--- src/hdl/rrip_pkg.sv ---
// ----------------------------------------------------------------------------
// RUN/RESET interlock pulser package
// Shared widths, command and status codes, and the per-line command bundle.
// ----------------------------------------------------------------------------
`default_nettype none

package rrip_pkg;

  localparam int unsigned TimerBitsDef = 31;
  localparam int unsigned DurW         = 31;
  localparam int unsigned OpW          = 3;
  localparam int unsigned StatusW      = 2;

  typedef enum logic [OpW-1:0] {
    OP_TICK        = 3'd0,
    OP_RUN_LATCH   = 3'd1,
    OP_RESET_LATCH = 3'd2,
    OP_POWER       = 3'd3,
    OP_RUN_PULSE   = 3'd4,
    OP_RESET_PULSE = 3'd5
  } op_e;

  typedef enum logic [StatusW-1:0] {
    ST_OK      = 2'd0,
    ST_DENIED  = 2'd1,
    ST_ZERO    = 2'd2,
    ST_INVALID = 2'd3
  } status_e;

  // Decoded command for one control line.
  typedef struct packed {
    logic tick;
    logic latch;
    logic pulse;
    logic active;
  } line_cmd_t;

endpackage

`default_nettype wire

--- src/hdl/rrip_intf.sv ---
// ----------------------------------------------------------------------------
// RUN/RESET interlock pulser channels
// Valid/ready channels for commands and for status results.
// ----------------------------------------------------------------------------
`default_nettype none

interface rrip_in_if;
  logic                     valid;
  logic                     ready;
  logic [rrip_pkg::OpW-1:0]  opcode;
  logic                     active;
  logic [rrip_pkg::DurW-1:0] duration;

  modport source (output valid, opcode, active, duration, input ready);
  modport sink   (input valid, opcode, active, duration, output ready);
endinterface

interface rrip_out_if;
  logic                        valid;
  logic                        ready;
  logic [rrip_pkg::StatusW-1:0] status;
  logic                        run_line_low;
  logic                        reset_line_low;
  logic                        power_enabled;
  logic                        run_pulsing;
  logic                        reset_pulsing;
  logic                        run_pulse_done;
  logic                        reset_pulse_done;

  modport source (output valid, status, run_line_low, reset_line_low, power_enabled,
                  run_pulsing, reset_pulsing, run_pulse_done, reset_pulse_done,
                  input ready);
  modport sink   (input valid, status, run_line_low, reset_line_low, power_enabled,
                  run_pulsing, reset_pulsing, run_pulse_done, reset_pulse_done,
                  output ready);
endinterface

`default_nettype wire

--- src/hdl/rrip_line.sv ---
// ----------------------------------------------------------------------------
// RUN/RESET interlock pulser line controller
// Latch, pulse timer and interlock check for one active-low control line.
// ----------------------------------------------------------------------------
`default_nettype none

module rrip_line #(
  parameter int unsigned TimerBits = rrip_pkg::TimerBitsDef
) (
  input  wire logic                 clk_i,
  input  wire logic                 rst_ni,
  input  wire logic                 en_i,
  input  wire rrip_pkg::line_cmd_t  cmd_i,
  input  wire logic [TimerBits-1:0] dur_i,
  input  wire logic                 other_low_i,
  output logic                      low_o,
  output logic                      next_low_o,
  output logic                      next_pulse_o,
  output logic                      done_o,
  output logic                      deny_o
);
  import rrip_pkg::*;

  logic                 held_q, held_d;
  logic                 pulse_q, pulse_d;
  logic [TimerBits-1:0] ticks_q, ticks_d;

  always_comb begin
    held_d  = held_q;
    pulse_d = pulse_q;
    ticks_d = ticks_q;
    done_o  = 1'b0;
    deny_o  = 1'b0;
    if (cmd_i.tick) begin
      if (pulse_q) begin
        if (ticks_q <= TimerBits'(1)) begin
          pulse_d = 1'b0;
          ticks_d = '0;
          done_o  = ~held_q;
        end else begin
          ticks_d = ticks_q - TimerBits'(1);
        end
      end
    end else if (cmd_i.latch) begin
      if (cmd_i.active && other_low_i) begin
        deny_o = 1'b1;
      end else begin
        held_d = cmd_i.active;
        if (!cmd_i.active) begin
          pulse_d = 1'b0;
          ticks_d = '0;
        end
      end
    end else if (cmd_i.pulse) begin
      if (other_low_i) begin
        deny_o = 1'b1;
      end else begin
        pulse_d = 1'b1;
        ticks_d = dur_i;
      end
    end
  end

  always_ff @(posedge clk_i or negedge rst_ni) begin
    if (!rst_ni) begin
      held_q  <= 1'b0;
      pulse_q <= 1'b0;
      ticks_q <= '0;
    end else if (en_i) begin
      held_q  <= held_d;
      pulse_q <= pulse_d;
      ticks_q <= ticks_d;
    end
  end

  assign low_o        = held_q | pulse_q;
  assign next_low_o   = held_d | pulse_d;
  assign next_pulse_o = pulse_d;

endmodule

`default_nettype wire

--- src/hdl/run_reset_interlock_pulser.sv ---
// A command passes two register stages, input and result, to the output channel.
// Throughput: one command per cycle while the output channel is not stalled; each
// command is a single register update of the two line controllers and the power
// bit, with no loop between commands.
// Reset: rst_ni clears all latches, pulse timers, power and valid flags at once.
// ----------------------------------------------------------------------------
// RUN/RESET interlock pulser
// Decodes commands, drives two interlocked line controllers and a power bit.
// ----------------------------------------------------------------------------
`default_nettype none

module run_reset_interlock_pulser #(
  parameter int unsigned TimerBits = rrip_pkg::TimerBitsDef
) (
  input  wire logic   clk_i,
  input  wire logic   rst_ni,
  rrip_in_if.sink     in_i,
  rrip_out_if.source  out_o
);
  import rrip_pkg::*;

  localparam logic [32:0] TimerMax = 33'((64'd1 << TimerBits) - 64'd1);

  // Input register.
  logic            in_valid_q;
  logic [OpW-1:0]  op_q;
  logic            active_q;
  logic [DurW-1:0] dur_q;

  // Result register.
  logic               out_valid_q;
  logic [StatusW-1:0] status_q;
  logic               run_low_q, rst_low_q, power_out_q;
  logic               run_pulse_q, rst_pulse_q, run_done_q, rst_done_q;

  logic power_q, power_d;
  logic advance, exec;

  line_cmd_t            run_cmd, rst_cmd;
  logic [32:0]          dur_ext;
  logic [TimerBits-1:0] dur_sat;
  status_e              status_d;

  logic run_low, rst_low, run_next_low, rst_next_low;
  logic run_next_pulse, rst_next_pulse, run_done, rst_done, run_deny, rst_deny;
  logic dur_zero;

  assign advance    = ~out_valid_q | out_o.ready;
  assign exec       = in_valid_q & advance;
  assign in_i.ready = ~in_valid_q | advance;

  always_ff @(posedge clk_i or negedge rst_ni) begin
    if (!rst_ni) begin
      in_valid_q <= 1'b0;
    end else if (in_i.ready) begin
      in_valid_q <= in_i.valid;
    end
  end

  always_ff @(posedge clk_i) begin
    if (in_i.ready && in_i.valid) begin
      op_q     <= in_i.opcode;
      active_q <= in_i.active;
      dur_q    <= in_i.duration;
    end
  end

  // Durations beyond the timer saturate to its largest count.
  assign dur_ext  = 33'(dur_q);
  assign dur_sat  = (dur_ext > TimerMax) ? TimerMax[TimerBits-1:0]
                                         : dur_ext[TimerBits-1:0];
  assign dur_zero = (dur_q == '0);

  always_comb begin
    run_cmd  = '0;
    rst_cmd  = '0;
    power_d  = power_q;
    run_cmd.active = active_q;
    rst_cmd.active = active_q;
    case (op_q)
      OP_TICK: begin
        run_cmd.tick = 1'b1;
        rst_cmd.tick = 1'b1;
      end
      OP_RUN_LATCH:   run_cmd.latch = 1'b1;
      OP_RESET_LATCH: rst_cmd.latch = 1'b1;
      OP_POWER:       power_d = active_q;
      OP_RUN_PULSE:   run_cmd.pulse = ~dur_zero;
      OP_RESET_PULSE: rst_cmd.pulse = ~dur_zero;
      default: ;
    endcase
  end

  always_comb begin
    case (op_q)
      OP_TICK, OP_POWER: status_d = ST_OK;
      OP_RUN_LATCH, OP_RESET_LATCH: begin
        status_d = (run_deny | rst_deny) ? ST_DENIED : ST_OK;
      end
      OP_RUN_PULSE, OP_RESET_PULSE: begin
        if (dur_zero) begin
          status_d = ST_ZERO;
        end else begin
          status_d = (run_deny | rst_deny) ? ST_DENIED : ST_OK;
        end
      end
      default: status_d = ST_INVALID;
    endcase
  end

  rrip_line #(.TimerBits(TimerBits)) u_run_line (
    .clk_i        (clk_i),
    .rst_ni       (rst_ni),
    .en_i         (exec),
    .cmd_i        (run_cmd),
    .dur_i        (dur_sat),
    .other_low_i  (rst_low),
    .low_o        (run_low),
    .next_low_o   (run_next_low),
    .next_pulse_o (run_next_pulse),
    .done_o       (run_done),
    .deny_o       (run_deny)
  );

  rrip_line #(.TimerBits(TimerBits)) u_rst_line (
    .clk_i        (clk_i),
    .rst_ni       (rst_ni),
    .en_i         (exec),
    .cmd_i        (rst_cmd),
    .dur_i        (dur_sat),
    .other_low_i  (run_low),
    .low_o        (rst_low),
    .next_low_o   (rst_next_low),
    .next_pulse_o (rst_next_pulse),
    .done_o       (rst_done),
    .deny_o       (rst_deny)
  );

  always_ff @(posedge clk_i or negedge rst_ni) begin
    if (!rst_ni) begin
      power_q     <= 1'b0;
      out_valid_q <= 1'b0;
    end else begin
      if (exec) begin
        power_q <= power_d;
      end
      if (advance) begin
        out_valid_q <= in_valid_q;
      end
    end
  end

  always_ff @(posedge clk_i) begin
    if (exec) begin
      status_q    <= status_d;
      run_low_q   <= run_next_low;
      rst_low_q   <= rst_next_low;
      power_out_q <= power_d;
      run_pulse_q <= run_next_pulse;
      rst_pulse_q <= rst_next_pulse;
      run_done_q  <= run_done;
      rst_done_q  <= rst_done;
    end
  end

  assign out_o.valid            = out_valid_q;
  assign out_o.status           = status_q;
  assign out_o.run_line_low     = run_low_q;
  assign out_o.reset_line_low   = rst_low_q;
  assign out_o.power_enabled    = power_out_q;
  assign out_o.run_pulsing      = run_pulse_q;
  assign out_o.reset_pulsing    = rst_pulse_q;
  assign out_o.run_pulse_done   = run_done_q;
  assign out_o.reset_pulse_done = rst_done_q;

`ifndef NO_ASSERTIONS
  // The interlock never lets both lines be driven at once.
  a_interlock: assert property (@(posedge clk_i) disable iff (!rst_ni)
    !(run_low && rst_low))
    else $error("RUN and RESET driven low together");

  // A finished RUN pulse leaves the line released and idle.
  a_run_done: assert property (@(posedge clk_i) disable iff (!rst_ni)
    (out_o.valid && out_o.run_pulse_done) |-> (!out_o.run_pulsing && !out_o.run_line_low))
    else $error("RUN pulse done while line still driven");

  a_rst_done: assert property (@(posedge clk_i) disable iff (!rst_ni)
    (out_o.valid && out_o.reset_pulse_done) |->
      (!out_o.reset_pulsing && !out_o.reset_line_low))
    else $error("RESET pulse done while line still driven");

  // Only a tick can raise a pulse done flag.
  a_done_on_tick: assert property (@(posedge clk_i) disable iff (!rst_ni)
    (exec && (op_q != OP_TICK)) |-> (!run_done && !rst_done))
    else $error("Pulse done flag on a non-tick command");
`endif

endmodule

`default_nettype wire
--- src/flat_wrapper.sv ---
// flat-port wrapper written by rule: the top's interface ports become plain ports
module run_reset_interlock_pulser_flat import rrip_pkg::*;
#(
  parameter int unsigned TimerBits = rrip_pkg::TimerBitsDef
)
  (clk_i, rst_ni, in_i_valid, in_i_opcode, in_i_active, in_i_duration, in_i_ready, out_o_valid, out_o_status, out_o_run_line_low, out_o_reset_line_low, out_o_power_enabled, out_o_run_pulsing, out_o_reset_pulsing, out_o_run_pulse_done, out_o_reset_pulse_done, out_o_ready);
  rrip_in_if in_i_i ();
  rrip_out_if out_o_i ();
  input  wire logic clk_i;
  input  wire logic rst_ni;
  input wire logic [$bits(in_i_i.valid)-1:0] in_i_valid;
  input wire logic [$bits(in_i_i.opcode)-1:0] in_i_opcode;
  input wire logic [$bits(in_i_i.active)-1:0] in_i_active;
  input wire logic [$bits(in_i_i.duration)-1:0] in_i_duration;
  output wire logic [$bits(in_i_i.ready)-1:0] in_i_ready;
  output wire logic [$bits(out_o_i.valid)-1:0] out_o_valid;
  output wire logic [$bits(out_o_i.status)-1:0] out_o_status;
  output wire logic [$bits(out_o_i.run_line_low)-1:0] out_o_run_line_low;
  output wire logic [$bits(out_o_i.reset_line_low)-1:0] out_o_reset_line_low;
  output wire logic [$bits(out_o_i.power_enabled)-1:0] out_o_power_enabled;
  output wire logic [$bits(out_o_i.run_pulsing)-1:0] out_o_run_pulsing;
  output wire logic [$bits(out_o_i.reset_pulsing)-1:0] out_o_reset_pulsing;
  output wire logic [$bits(out_o_i.run_pulse_done)-1:0] out_o_run_pulse_done;
  output wire logic [$bits(out_o_i.reset_pulse_done)-1:0] out_o_reset_pulse_done;
  input wire logic [$bits(out_o_i.ready)-1:0] out_o_ready;
  assign in_i_i.valid = in_i_valid;
  assign in_i_i.opcode = in_i_opcode;
  assign in_i_i.active = in_i_active;
  assign in_i_i.duration = in_i_duration;
  assign in_i_ready = in_i_i.ready;
  assign out_o_valid = out_o_i.valid;
  assign out_o_status = out_o_i.status;
  assign out_o_run_line_low = out_o_i.run_line_low;
  assign out_o_reset_line_low = out_o_i.reset_line_low;
  assign out_o_power_enabled = out_o_i.power_enabled;
  assign out_o_run_pulsing = out_o_i.run_pulsing;
  assign out_o_reset_pulsing = out_o_i.reset_pulsing;
  assign out_o_run_pulse_done = out_o_i.run_pulse_done;
  assign out_o_reset_pulse_done = out_o_i.reset_pulse_done;
  assign out_o_i.ready = out_o_ready;
  run_reset_interlock_pulser #(.TimerBits(TimerBits)) u_core (.clk_i(clk_i), .rst_ni(rst_ni), .in_i(in_i_i), .out_o(out_o_i));
endmodule
--- config.mk ---
export PLATFORM = sky130hd
export DESIGN_NAME = run_reset_interlock_pulser_flat
export DESIGN_NICKNAME = d
export VERILOG_FILES = /design/src/hdl/rrip_pkg.sv /design/src/hdl/rrip_intf.sv /design/src/hdl/rrip_line.sv /design/src/hdl/run_reset_interlock_pulser.sv /design/src/flat_wrapper.sv
export SDC_FILE = /design/constraint.sdc
export NUM_CORES = 1
export LEC_CHECK = 0
export BUFFER_PORTS_ARGS = -buffer_cell sky130_fd_sc_hd__buf_4
export CAP_MARGIN = 20
export CELL_PAD_IN_SITES_DETAIL_PLACEMENT = 2
export CELL_PAD_IN_SITES_GLOBAL_PLACEMENT = 2
export CORE_AREA = 2 2 128 130
export CTS_BUF_LIST = sky130_fd_sc_hd__clkbuf_2 sky130_fd_sc_hd__clkbuf_4 sky130_fd_sc_hd__clkbuf_8
export DETAILED_ROUTE_END_ITERATION = 8
export DIE_AREA = 0 0 130 132
export GPL_TIMING_DRIVEN = 0
export HOLD_SLACK_MARGIN = 0.08
export PLACE_DENSITY_LB_ADDON = 0.1
export SLEW_MARGIN = 0
export SYNTH_ARGS = -nofsm -noshare
export SYNTH_HDL_FRONTEND = slang
export SYNTH_HIERARCHICAL = 1
export SYNTH_SLANG_ARGS = --single-unit
--- constraint.sdc ---
create_clock -name clk_i -period 4.07 [get_ports clk_i]
set_input_delay 0.6105 -clock clk_i [delete_from_list [all_inputs] [get_ports clk_i]]
set_output_delay 0.6105 -clock clk_i [all_outputs]
set_load 0.005 [all_outputs]
==> flow_results.xml <==
<?xml version="1.0" encoding="UTF-8"?>
<metrics>
  <group name="place">
    <metric name="placed_instances" unit="">975</metric>
    <metric name="dp_worst_setup_slack" unit="ns">-0.264</metric>
    <metric name="routabilityCongestion" unit="">0.911</metric>
    <metric name="place.detailed.hpwl" unit="mm">19.7</metric>
    <metric name="place.port_buffers" unit="">49</metric>
  </group>
  <group name="route">
    <metric name="dr.first_iter.drc_count" unit="">637</metric>
    <metric name="firstDrtPassIters" unit="">5</metric>
    <metric name="detail_route.vias_per_cell" unit="">6.61</metric>
    <metric name="drc" unit="">0</metric>
    <metric name="vias" unit="">6658</metric>
    <metric name="remaining_antenna_violation_count" unit="">0</metric>
    <metric name="drt-wirelength-per-cell" unit="um">27.5</metric>
    <metric name="drt_wl_total" unit="mm">27.7</metric>
  </group>
  <group name="die">
    <metric name="die-area" unit="sq mm">0.0172</metric>
    <metric name="chipWidth" unit="um">130</metric>
    <metric name="fp.coreArea" unit="sq mm">0.0157</metric>
    <metric name="die_height" unit="um">132</metric>
    <metric name="rows" unit="">46</metric>
    <metric name="num_io_pins" unit="">50</metric>
    <metric name="initial_core_util" unit="%">42.5</metric>
  </group>
  <group name="pwr">
    <metric name="ir_drop" unit="mV">0.290</metric>
    <metric name="total_power" unit="uW">4450</metric>
    <metric name="power_per_cell_area" unit="mW/mm^2">580</metric>
    <metric name="total_leakage_power" unit="uW">0.00283</metric>
  </group>
  <group name="cells_and_area">
    <metric name="multi_input_comb_area" unit="sq mm">0.00318</metric>
    <metric name="area.sequential" unit="sq mm">0.00305</metric>
    <metric name="antenna-diode-count" unit="">0</metric>
    <metric name="nNetsFinal" unit="">821</metric>
    <metric name="final_layout_size_suffix_gt1_share" unit="%">18.7</metric>
    <metric name="area_growth" unit="%">15.2</metric>
    <metric name="finish.cell_count_without_fillers" unit="">1007</metric>
    <metric name="fillCellCount" unit="">1702</metric>
  </group>
  <group name="timing">
    <metric name="finalSetupViolCount" unit="">0</metric>
    <metric name="final.setup.tns" unit="ns">0</metric>
    <metric name="max_freq" unit="MHz">258</metric>
    <metric name="tightest_slew" unit="ns">1.00</metric>
    <metric name="clock-skew-final" unit="ns">0.00953</metric>
    <metric name="final_hold_viol_count" unit="">0</metric>
    <metric name="report.final.slew_viol_count" unit="">0</metric>
    <metric name="max_slew_headroom_at_the_worst_pin" unit="%">33.3</metric>
    <metric name="final.setup.worst_slack" unit="ns">0.194</metric>
    <metric name="rsz0062_at_grt" unit="">no</metric>
    <metric name="timing.final.crit_share" unit="%">95.2</metric>
    <metric name="timing.final.crit_period" unit="ns">3.88</metric>
  </group>
  <group name="critical_path">
    <metric name="cp.arrival" unit="ns">4.24</metric>
    <metric name="worst_ep_required_time" unit="ns">4.43</metric>
    <metric name="critical_path.max_fanout" unit="">10</metric>
    <metric name="timing.critical_path.cells" unit="">nor4_1 -&gt; nand4_1 -&gt; nor2_1 -&gt; nor4b_1 -&gt; nor3b_1 -&gt; o311ai_1 -&gt; clkbuf_2 -&gt; clkbuf_1 -&gt; a21oi_1 -&gt; o21ai_0</metric>
    <metric name="timing.critical_path.buf_inv" unit="">2</metric>
    <metric name="critPathCaptureType" unit="">flip-flop</metric>
    <metric name="critical-path-top-delay-family" unit="">simple AND/OR/NAND/NOR gates</metric>
    <metric name="slowest_delay" unit="ns">0.69</metric>
    <metric name="crit_path_top_delay_cell" unit="">sky130_fd_sc_hd__o311ai_1</metric>
    <metric name="timing_worst_setup_path_type" unit="">flip-flop to flip-flop</metric>
    <metric name="setup.worst_path.start_class" unit="">flip-flop</metric>
  </group>
  <group name="cts">
    <metric name="htree_levels" unit="">4</metric>
    <metric name="post_cts_buffers" unit="">0</metric>
    <metric name="numClockSinks" unit="">113</metric>
    <metric name="clock_tree_from_tritoncts" unit="">done</metric>
    <metric name="cts.hold.buffers_added" unit="">0</metric>
    <metric name="clk_pin_slew_worst_paths" unit="ns">0.07</metric>
    <metric name="cts_root_buf" unit="">sky130_fd_sc_hd__clkbuf_8</metric>
    <metric name="tritoncts.num_buffers" unit="">17</metric>
    <metric name="clock_path_buffers" unit="">2</metric>
    <metric name="clk-insertion-delay-late" unit="ns">0.46</metric>
  </group>
  <group name="synth">
    <metric name="yosys_register_bits" unit="">113</metric>
    <metric name="avgSynthCellArea" unit="sq um">9.39</metric>
    <metric name="yosys.cell_types.count" unit="">68</metric>
    <metric name="yosysWarningCount" unit="">6</metric>
    <metric name="post_synth_main_area_contributors" unit="">sky130_fd_sc_hd__dfrtp_1, sky130_fd_sc_hd__edfxtp_1, sky130_fd_sc_hd__nand3_1, sky130_fd_sc_hd__clkbuf_1, sky130_fd_sc_hd__a31oi_1</metric>
    <metric name="synth_area_leader_cell" unit="">sky130_fd_sc_hd__dfrtp_1</metric>
    <metric name="yosys.area.top_type_share" unit="%">25.9</metric>
    <metric name="synthFlopType" unit="">sky130_fd_sc_hd__dfrtp_1</metric>
    <metric name="synth_nets" unit="">753</metric>
    <metric name="async_flop_share" unit="%">61.1</metric>
    <metric name="sequential_to_total_area_share_from_yosys_stat" unit="%">45.7</metric>
    <metric name="syn_area" unit="sq mm">0.00667</metric>
    <metric name="postSynthCellCount" unit="">710</metric>
    <metric name="number_of_enable_flip_flop_cells_after_synthesis" unit="">44</metric>
  </group>
  <group name="global_route">
    <metric name="grt_pass1_wl" unit="mm">43.1</metric>
    <metric name="grt_overflow" unit="">0</metric>
    <metric name="grt_start_max_net_pins" unit="">70</metric>
    <metric name="antenna_violations_before_repair" unit="">0</metric>
    <metric name="grt_pass1_vias" unit="">7135</metric>
    <metric name="grt_util_all_layers" unit="%">33.5</metric>
  </group>
  <group name="worst_hold_path">
    <metric name="worst_hold_path_type" unit="">input pin to asynchronous set/reset pin</metric>
  </group>
  <group name="flow_run">
    <metric name="max-cap-violations" unit="">0</metric>
  </group>
  <group name="outcome">
    <metric name="status" unit="">completed</metric>
  </group>
</metrics>
==> area by class of cell <==
type | instances | area share [%]
Multi-Input combinational cell | 502 | 41.4
Sequential cell | 113 | 39.7
Timing Repair Buffer | 49 | 4.79
Buffer | 72 | 4.76
Tap cell | 216 | 3.52
Clock buffer | 20 | 3.50
Clock inverter | 12 | 1.19
Inverter | 23 | 1.12
==> state kept, by name, indices dropped and copies added, names as in the netlist, 2 cells and up <==
register / count
u_core/out_o.status: 2
u_core/u_run_line/ticks_q: 31
u_core/dur_q: 31
u_core/op_q: 3
u_core/u_rst_line/ticks_q: 31
==> path summary, 6_finish.rpt <==
| path | start | endpoint | slack, ns | depth (start not counted) |
|---|---|---|---|---|
| max | u_core/dur_q[8]$_DFFE_PP_ | u_core/u_run_line/ticks_q[14]$_DFFE_PN0P_ | 0.19 | 10 |
| min | rst_ni | u_core/u_rst_line/ticks_q[19]$_DFFE_PN0P_ | 0.31 | 1 |
| max reg2reg | u_core/dur_q[8]$_DFFE_PP_ | u_core/u_run_line/ticks_q[14]$_DFFE_PN0P_ | 0.19 | 10 |
| min reg2reg | u_core/in_valid_q$_DFFE_PN0N_ | u_core/out_o.valid$_DFFE_PN0P_ | 0.51 | 1 |
| max in group asynchronous | rst_ni | u_core/u_run_line/ticks_q[0]$_DFFE_PN0P_ | 3.10 | 1 |
| min in group clk_i | in_i_duration[29] | u_core/dur_q[29]$_DFFE_PP_ | 0.33 | 1 |
==> synth_stat cells (all sizes together) (3+ instances only) <==
cell type   n
dfrtp      69
clkbuf     55
edfxtp     44
nand3      44
nand2      43
nor2       34
nor3       34
a21oi      30
o21ai      27
a31oi      26
and3       26
nor4       25
inv        23
or3        18
buf        17
or4        16
o211ai     15
nand4      14
o311ai     12
a22oi      10
nor2b      10
o221ai     10
o22ai       9
or2         8
nand2b      7
a31o        6
a32oi       6
o31ai       6
and2        5
nor3b       5
a221o       4
ha          4
mux2        4
o2bb2ai     4
nand3b      3
nor4b       3
o21a        3
==> cells in the final DEF, fill, tap and decap left out, types with 7 or more instances in the layout <==
cell,n
sky130_fd_sc_hd__a31oi_1,26
sky130_fd_sc_hd__nand3_1,44
sky130_fd_sc_hd__dfrtp_1,69
sky130_fd_sc_hd__nand4_1,14
sky130_fd_sc_hd__or3_1,10
sky130_fd_sc_hd__nand2b_1,7
sky130_fd_sc_hd__nand2_1,42
sky130_fd_sc_hd__o211ai_1,15
sky130_fd_sc_hd__a21oi_1,30
sky130_fd_sc_hd__nor4_1,25
sky130_fd_sc_hd__o21ai_0,25
sky130_fd_sc_hd__clkinv_2,9
sky130_fd_sc_hd__and3_1,24
sky130_fd_sc_hd__o221ai_1,10
sky130_fd_sc_hd__buf_4,53
sky130_fd_sc_hd__inv_1,23
sky130_fd_sc_hd__nor2b_1,10
sky130_fd_sc_hd__clkbuf_8,19
sky130_fd_sc_hd__nor2_1,33
sky130_fd_sc_hd__clkbuf_1,52
sky130_fd_sc_hd__buf_6,8
sky130_fd_sc_hd__nor3_1,32
sky130_fd_sc_hd__or4_1,12
sky130_fd_sc_hd__a22oi_1,10
sky130_fd_sc_hd__edfxtp_1,44
sky130_fd_sc_hd__or3_2,8
sky130_fd_sc_hd__o22ai_1,9
sky130_fd_sc_hd__or2_2,8
==> cells by family after synthesis <==
kind of cell    share of synthesized area [%]
buf+inv                                  6.72
flops                                    45.7
fa+ha+maj                               0.750
simple gates                             25.9
mux                                      1.03
compound gates                           19.9
==> through the flow <==
| step | utilization, % | hold slack [ns] | area [sq um] |
|---|---|---|---|
| floorplan | - | 0.315 | 6670 |
| global placement | 46.5 | 0.469 | 7310 |
| detailed placement | 46.5 | 0.503 | 7310 |
| CTS | 48.8 | 0.309 | 7670 |
| global route | 48.9 | 0.310 | 7680 |
| finish | 48.9 | 0.307 | 7680 |
==> worst register-to-register path, cell delays in order, from the launching register on <==
cell and delay, ns:
sky130_fd_sc_hd__edfxtp_1 0.45, sky130_fd_sc_hd__nor4_1 0.57, sky130_fd_sc_hd__nand4_1 0.16, sky130_fd_sc_hd__nor2_1 0.35, sky130_fd_sc_hd__nor4b_1 0.17, sky130_fd_sc_hd__nor3b_1 0.19
sky130_fd_sc_hd__o311ai_1 0.69, sky130_fd_sc_hd__clkbuf_2 0.41, sky130_fd_sc_hd__clkbuf_1 0.52, sky130_fd_sc_hd__a21oi_1 0.15, sky130_fd_sc_hd__o21ai_0 0.12
==> power breakdown <==
part	internal (uW)	leakage, uW	switching [uW]	total (uW)
logic	577	0.00141	814	1390
clock network	511	0.000195	503	1010
registers	1560	0.00123	493	2050
==> what timing repair did <==
action                                  in CTS  in global routing
endpoints found under the setup margin      33                 32
gates cloned                                 0                  0
resized for setup                            3                  5
==> per-layer routing <==
| layer | GRT usage (%) | routed length [um] | vias to the layer above |
|---|---|---|---|
| li1 | - | - | 2886 |
| met1 | 45.9 | 12100 | 3470 |
| met2 | 53.8 | 13500 | 262 |
| met3 | 6.05 | 1520 | 40 |
| met4 | 10.5 | 616 | 0 |
| met5 | 0 | 0 | - |
Power figures use the tool's default switching activity.
